**src/sv/twc_pkg.sv**
```systemverilog
// package with constants and types of the cache unit
`timescale 1ns / 1ps
package twc_pkg;
  localparam int SetCountDef  = 32;
  localparam int LineBytesDef = 16;
  localparam int AddrBitsDef  = 16;
  localparam int HalfBits     = 16;

  localparam logic CmdRead  = 1'b0;
  localparam logic CmdWrite = 1'b1;

  typedef enum logic [2:0] {
    ST_IDLE,
    ST_LOOKUP,
    ST_EVICT,
    ST_FILL_RD,
    ST_FILL_WR,
    ST_DONE
  } bk_state_t;
endpackage

```
**src/sv/twc_front.sv**
```systemverilog
// front end: request queue with misaligned classification
`timescale 1ns / 1ps
module twc_front import twc_pkg::*; #(
  parameter int AddrBits = AddrBitsDef,
  parameter int LineBytes = LineBytesDef
) (
  input  logic                clk,
  input  logic                rst,
  input  logic                in_valid,
  output logic                in_stall,
  input  logic                in_cmd,
  input  logic [AddrBits-1:0] in_addr,
  input  logic [HalfBits-1:0] in_wval,
  output logic                q_valid,
  input  logic                q_pop,
  output logic                q_cmd,
  output logic [AddrBits-1:0] q_addr,
  output logic [HalfBits-1:0] q_wval,
  output logic                q_mis
);
  localparam int OffBits = $clog2(LineBytes);
  localparam int EntW = 2 + AddrBits + HalfBits;
  logic [EntW-1:0] fifo [2];
  logic wp, rp;
  logic [1:0] cnt;
  logic push, mis;

  assign mis = (in_addr[OffBits-1:0] == OffBits'(LineBytes - 1));
  assign in_stall = (cnt == 2'd2);
  assign push = in_valid && !in_stall;
  assign q_valid = (cnt != 2'd0);
  assign {q_mis, q_cmd, q_addr, q_wval} = fifo[rp];

  always_ff @(posedge clk) begin
    if (push) fifo[wp] <= {mis, in_cmd, in_addr, in_wval};
  end

  always_ff @(posedge clk) begin
    if (rst) begin
      wp <= 1'b0;
      rp <= 1'b0;
      cnt <= 2'd0;
    end else begin
      if (push) wp <= !wp;
      if (q_pop) rp <= !rp;
      cnt <= cnt + 2'(push) - 2'(q_pop);
    end
  end
endmodule

```
**config.mk**
```make
export PLATFORM = sky130hd
export DESIGN_NAME = twc_front
export DESIGN_NICKNAME = d
export VERILOG_FILES = /design/src/sv/twc_pkg.sv /design/src/sv/twc_front.sv
export SDC_FILE = /design/constraint.sdc
export NUM_CORES = 1
export LEC_CHECK = 0
export ABC_AREA = 1
export BUFFER_PORTS_ARGS = -buffer_cell sky130_fd_sc_hd__buf_2
export CAP_MARGIN = 20
export CORE_MARGIN = 1
export CORE_UTILIZATION = 47
export DETAILED_ROUTE_END_ITERATION = 8
export MAX_ROUTING_LAYER = met4
export PLACE_DENSITY = 0.74
export SYNTH_ARGS = -nofsm -noshare
export SYNTH_HDL_FRONTEND = slang
export SYNTH_SLANG_ARGS = --single-unit
export TNS_END_PERCENT = 100
```
**constraint.sdc**
```tcl
create_clock -name clk -period 2.2 [get_ports clk]
set_input_delay 0.44 -clock clk [delete_from_list [all_inputs] [get_ports clk]]
set_output_delay 0.44 -clock clk [all_outputs]
set_load 0.005 [all_outputs]
```
==> run metrics, run 1 <==
maximum clock rate 0.536 GHz; first-pass GRT wire length approximately 6.3 mm; Pwr Total ~0.0034 W; share of the yosys chip area belonging to registers 75.1%; DR iter-0 viols 60; YS warnings 0; MaxCap Viol Count 0; Critical R2R Launch cnt[0]; CTS-repair resized insts 0; max_slew headroom between 60% and 70%; Root Buffer clkbuf_8; Synth area leader edfxtp_1; total negative slack 0 ns; hold crit path type input pin to flop; Std-Cell Core Area 5890 um2; vias in the first global route 1382; cell family with most CP delay flip-flops; largest cells by area after synthesis edfxtp_1 (72%), mux2_4 (16%), dfxtp_1 (3.5%); initial antenna violation count 0; dpl hpwl roughly 2.8 mm; Clock Skews about 0.0084 ns; RePlAce Congestion 0.719; FF+latch count, synth 73; CTS tree done; largest net degree at the start of global routing 23; crit path kind flop to primary output; Pwr Density 946 nW/um2; boundary pin count 73; Clock transition at path regs 0.07 ns; antenna-violating nets left 0; crit path time final 1.87 ns; Starting Density 48.5%; setup bufs post-CTS 0; die footprint 6380 um2; CP Buf/Inv Count 2; Synth Cell Area 2850 um2; Final period util 84.8%; Synth top area share a little under three quarters; layout cell share with drive strength beyond 1 55.0%; chip width 79.9 um; status complete, no violations; Inserted Clock Buffers 9; GRT Util Overall 14.7%; area delta synth->final 24.6%; Hold Startpoint in_addr[9]; Routed WL per cell 13.6 um; critical path's largest stage delay between 0.3 and 0.4 ns; vias per cell about 4.7; Net count, final 265; die height between 70 and 80 um; grt ovf 0; drt first pass iters 4; Residual DRC 0; PortBufs 72; Clock Tree Buf Depth 2; Mapped Nets 181; Max Slew Vio Count 0; ANT cells 0; Worst setup SP type flop; Syn Area/Cell 20.1 um2; final wirelength ~4.2 mm; latest clock arrival within the worst-skew pair 0.34 ns; synth unique cells 13; CTS Sinks 73; Worst EP required 1.76 ns; worst-path maximum fanout 22; cell count after synthesis 142; number of H-tree levels 3; Worst VDD drop 0.559 mV; final-report hold violation count 0; routed vias around 1400; Rows 28; final hold slack 0.287 ns; CP cell instances buf_12 > mux2_2 > buf_2; total leakage power 1.46 nW; measured slew at the worst slew-check pin 0.461 ns; final setup vio count 0; Worst EP arrival 1.43 ns; Post-CTS Hold Fix Bufs 0; Critical Path Sink Type primary output; RSZ-0062 raised after global routing false; highest-delay cell along the critical path dfxtp_2
report_power, final:
part / internal (W) / switching, W / leakage, nW / total [W]
Sequential: 0.00166 / 0.0000344 / 0.676 / 0.00169
Combinational: 0.000253 / 0.000208 / 0.667 / 0.000461
Clock: 0.000754 / 0.000455 / 0.118 / 0.00121
registers in the layout (all words and copies together) (netlist names), named ones only:
name and cells:
fifo 68, cnt 2, rp 1, wp 1
cell usage in the layout (no fill, tap or decap), drive strengths merged:
| cell | instances |
|---|---|
| buf | 77 |
| edfxtp | 68 |
| mux2 | 34 |
| clkbuf | 11 |
| nand2 | 9 |
| inv | 8 |
| nor2 | 7 |
| dfxtp | 5 |
| bufinv | 3 |
| nand3 | 2 |
| a21oi | 2 |
| ha | 2 |
| clkinv | 2 |
| xnor2 | 1 |
through the flow:
| step | setup slack [ns] | instance area (um2) | util [%] | instances |
|---|---|---|---|---|
| 2_1_floorplan | 0.362 | 2860 | - | 142 |
| 3_3_place_gp | 0.619 | 3320 | 56.4 | 290 |
| 3_5_place_dp | 0.592 | 3320 | 56.4 | 290 |
| 4_1_cts | 0.306 | 3550 | 60.4 | 306 |
| 5_1_grt | 0.291 | 3550 | 60.4 | 306 |
| 6_report | 0.334 | 3550 | 60.4 | 306 |
cells in the mapped netlist:
library cell	instances
mux2_4	30
edfxtp_1	68
dfxtp_1	5
nand3_1	2
buf_6	1
mux2_2	4
nor2_1	7
buf_12	3
nand2_1	9
ha_1	2
xnor2_1	1
a21oi_1	2
inv_1	8
layer usage:
layer	part of all wire, %	track usage (%)
met1	43	17.3
met2	48	22.0
met3	6.3	3.89
met4	2.3	10.7
met5	0	-
kinds of logic after synthesis:
| logic type | after synthesis | share of synthesized area (%) |
|---|---|---|
| AO/OA/AOI/OAI | 2 | 0.351 |
| XOR/XNOR | 1 | 0.307 |
| adder cells (fa/ha/maj) | 2 | 0.877 |
| buffers and inverters | 12 | 3.55 |
| flip-flops | 73 | 75.1 |
| multiplexers | 34 | 17.4 |
| AND/OR/NAND/NOR | 18 | 2.46 |
path summary, 6_finish.rpt:
| check | endpoint | slack [ns] | cells after the start |
|---|---|---|---|
| max | q_wval[1] | 0.33 | 3 |
| min | fifo[1][25] | 0.29 | 1 |
| max reg2reg | fifo[0][2] | 0.66 | 5 |
| min reg2reg | rp | 0.52 | 2 |
layout make-up:
cell class / count / area (um2)
Tap cell: 75 / 93.8
Clock buffer: 11 / 131
Inverter: 8 / 30.0
Multi-Input combinational cell: 57 / 617
Sequential cell: 73 / 2140
Clock inverter: 5 / 104
Fill cell: 450 / 2330
Timing Repair Buffer: 77 / 435
(Power assumes the default switching activity.)
==> inputs of run 2 (changes only) <==
Clock period 2.2 ns to 1.7 ns, I/O delays scaled along.
==> run 2 against run 1 <==
The run now ends with negative setup slack left. Hold slack lost 0.092 ns. Non-clock buffer count grew 1. Global-route usage grew 1.6 points. Largest cell class unchanged.
==> run metrics, run 2 (same netlist as run 1, synthesis figures left out) <==
Worst EP arrival 1.40 ns (-0.03 ns); Max Slew Vio Count 0 (unchanged); Net count, final 266 (+0.38%); die height 79.9 um (unchanged); cell family with most CP delay flip-flops; worst-path maximum fanout 8 (-64%); max_slew headroom 85.8% (+17 points); Worst VDD drop 0.714 mV (+28%); final setup vio count 32 (+32); measured slew at the worst slew-check pin 0.211 ns (-0.250 ns); hold crit path type input pin to flop; CTS Sinks 73 (unchanged); ANT cells 0 (unchanged); Most flops, register fifo; vias per cell 4.74 (+0.43%); largest net degree at the start of global routing 35 (+52%); final hold slack 0.195 ns (-0.0920 ns); RSZ-0062 raised after global routing true; crit path kind flop to primary output; CP Buf/Inv Count 2 (unchanged); GRT Util Overall 16.4% (+1.6 points); Pwr Density 1160 nW/um2 (+22%); DR iter-0 viols 74 (+23%); dpl hpwl 2.90 mm (+3.2%); Inserted Clock Buffers 9 (unchanged); dpl ws 0.171 ns (-0.420 ns); latest clock arrival within the worst-skew pair 0.33 ns (about the same); Starting Density 48.5% (unchanged); grt ovf 0 (unchanged); failing checks negative setup slack; CTS tree done; max FFs per register 68 (unchanged); final-report hold violation count 0 (unchanged); Clock transition at path regs 0.07 ns (about the same); Final Instance Area 3830 um2 (+7.9%); area delta synth->final 34.4%; total leakage power 1.57 nW (+7.3%); Rows 28 (unchanged); highest-delay cell along the critical path dfxtp_4; CP cell instances clkbuf_16 > mux2_4 > buf_6; Root Buffer clkbuf_8; Final Util 65.2% (+4.8 points); antenna-violating nets left 0 (unchanged); Std-Cell Core Area 5890 um2 (unchanged); Routed WL per cell 15.5 um (+14%); RePlAce Congestion 0.728 (+1.2%); Clock Tree Buf Depth 2 (unchanged); vias in the first global route 1456 (+5.4%); critical path's largest stage delay 0.44 ns (+0.06 ns); crit path time final roughly 1.7 ns; Final period util 102%; final wirelength 4.77 mm (+14%); Largest regs fifo (68), cnt (2); Post-CTS Hold Fix Bufs 0 (unchanged); chip width 79.9 um (unchanged); Worst setup SP type flop; Clock Skews 0.00849 ns (+0.000128 ns); Residual DRC 0 (unchanged); number of H-tree levels 3 (unchanged); maximum clock rate 0.576 GHz; routed vias 1454 (+0.76%); commonest non-fill, non-tap cell in the layout edfxtp_1; Cell Area, Placed 3300 um2 (-0.45%); initial antenna violation count 0 (unchanged); Worst EP required 1.36 ns (-0.40 ns); most frequent cells in the layout edfxtp_1 (68), buf_2 (38), mux2_4 (34), buf_6 (34), clkbuf_8 (10); drt first pass iters 4 (unchanged); status finished with violations; MaxCap Viol Count 0 (unchanged); first-pass GRT wire length 7.14 mm (+13%); boundary pin count 73 (unchanged); Critical Path Sink Type primary output; PortBufs 72 (unchanged); final worst setup slack -0.0360 ns (-0.370 ns); setup bufs post-CTS 0 (unchanged); layout cell share with drive strength beyond 1 55.6% (+0.63 points); die footprint 6380 um2 (unchanged)
[run 2: path summary, 6_finish.rpt]
kind	from	to	slack (ns)	cells after the start
setup / recovery	flop	q_addr[1]	-0.04	3
hold / removal	in_addr[11]	fifo[0][27]	0.19	1
setup reg to reg	cnt[0]	cnt[1]	0.15	10
hold reg to reg	rp	flop	0.54	2
[run 2: final cells by class]
class                           count  area (um2)
Fill cell                         418        2050
Sequential cell                    73        2150
Multi-Input combinational cell     57         632
Inverter                            8        30.0
Clock inverter                      5        78.8
Timing Repair Buffer               78         713
Tap cell                           75        93.8
Clock buffer                       11         141
[run 2: per-layer routing]
metal  part of all wire (%)  wire length (um)  vias to the layer above  GRT usage (%)
met5                      0                 0                        -              -
met4                    1.3                64                        0           8.57
met3                    3.3               157                        7           3.66
met2                     53              2510                       39           26.3
met1                     43              2030                      710           19.3
li1                       -                 -                      698              -
[run 2: repair_timing]
action	in CTS	in global routing
setup endpoints to repair	34	34
pin swaps	0	0
gates cloned	2	1
gates resized for setup	35	6
[run 2: power by group]
| group | switching, W | leakage [nW] | internal [W] |
|---|---|---|---|
| Combinational | 0.000305 | 0.778 | 0.000484 |
| Clock | 0.000588 | 0.113 | 0.000865 |
| Sequential | 0.0000566 | 0.676 | 0.00214 |
[run 2: through the flow]
step | TNS, ns | std cells | total power, W
after floorplan | 0 | 142 | 0.00260
after global placement | 0 | 288 | 0.00281
final | -0.493 | 307 | 0.00444
after global routing | -2.02 | 307 | 0.00462
after detailed placement | 0 | 288 | 0.00283
after CTS | -1.20 | 306 | 0.00445
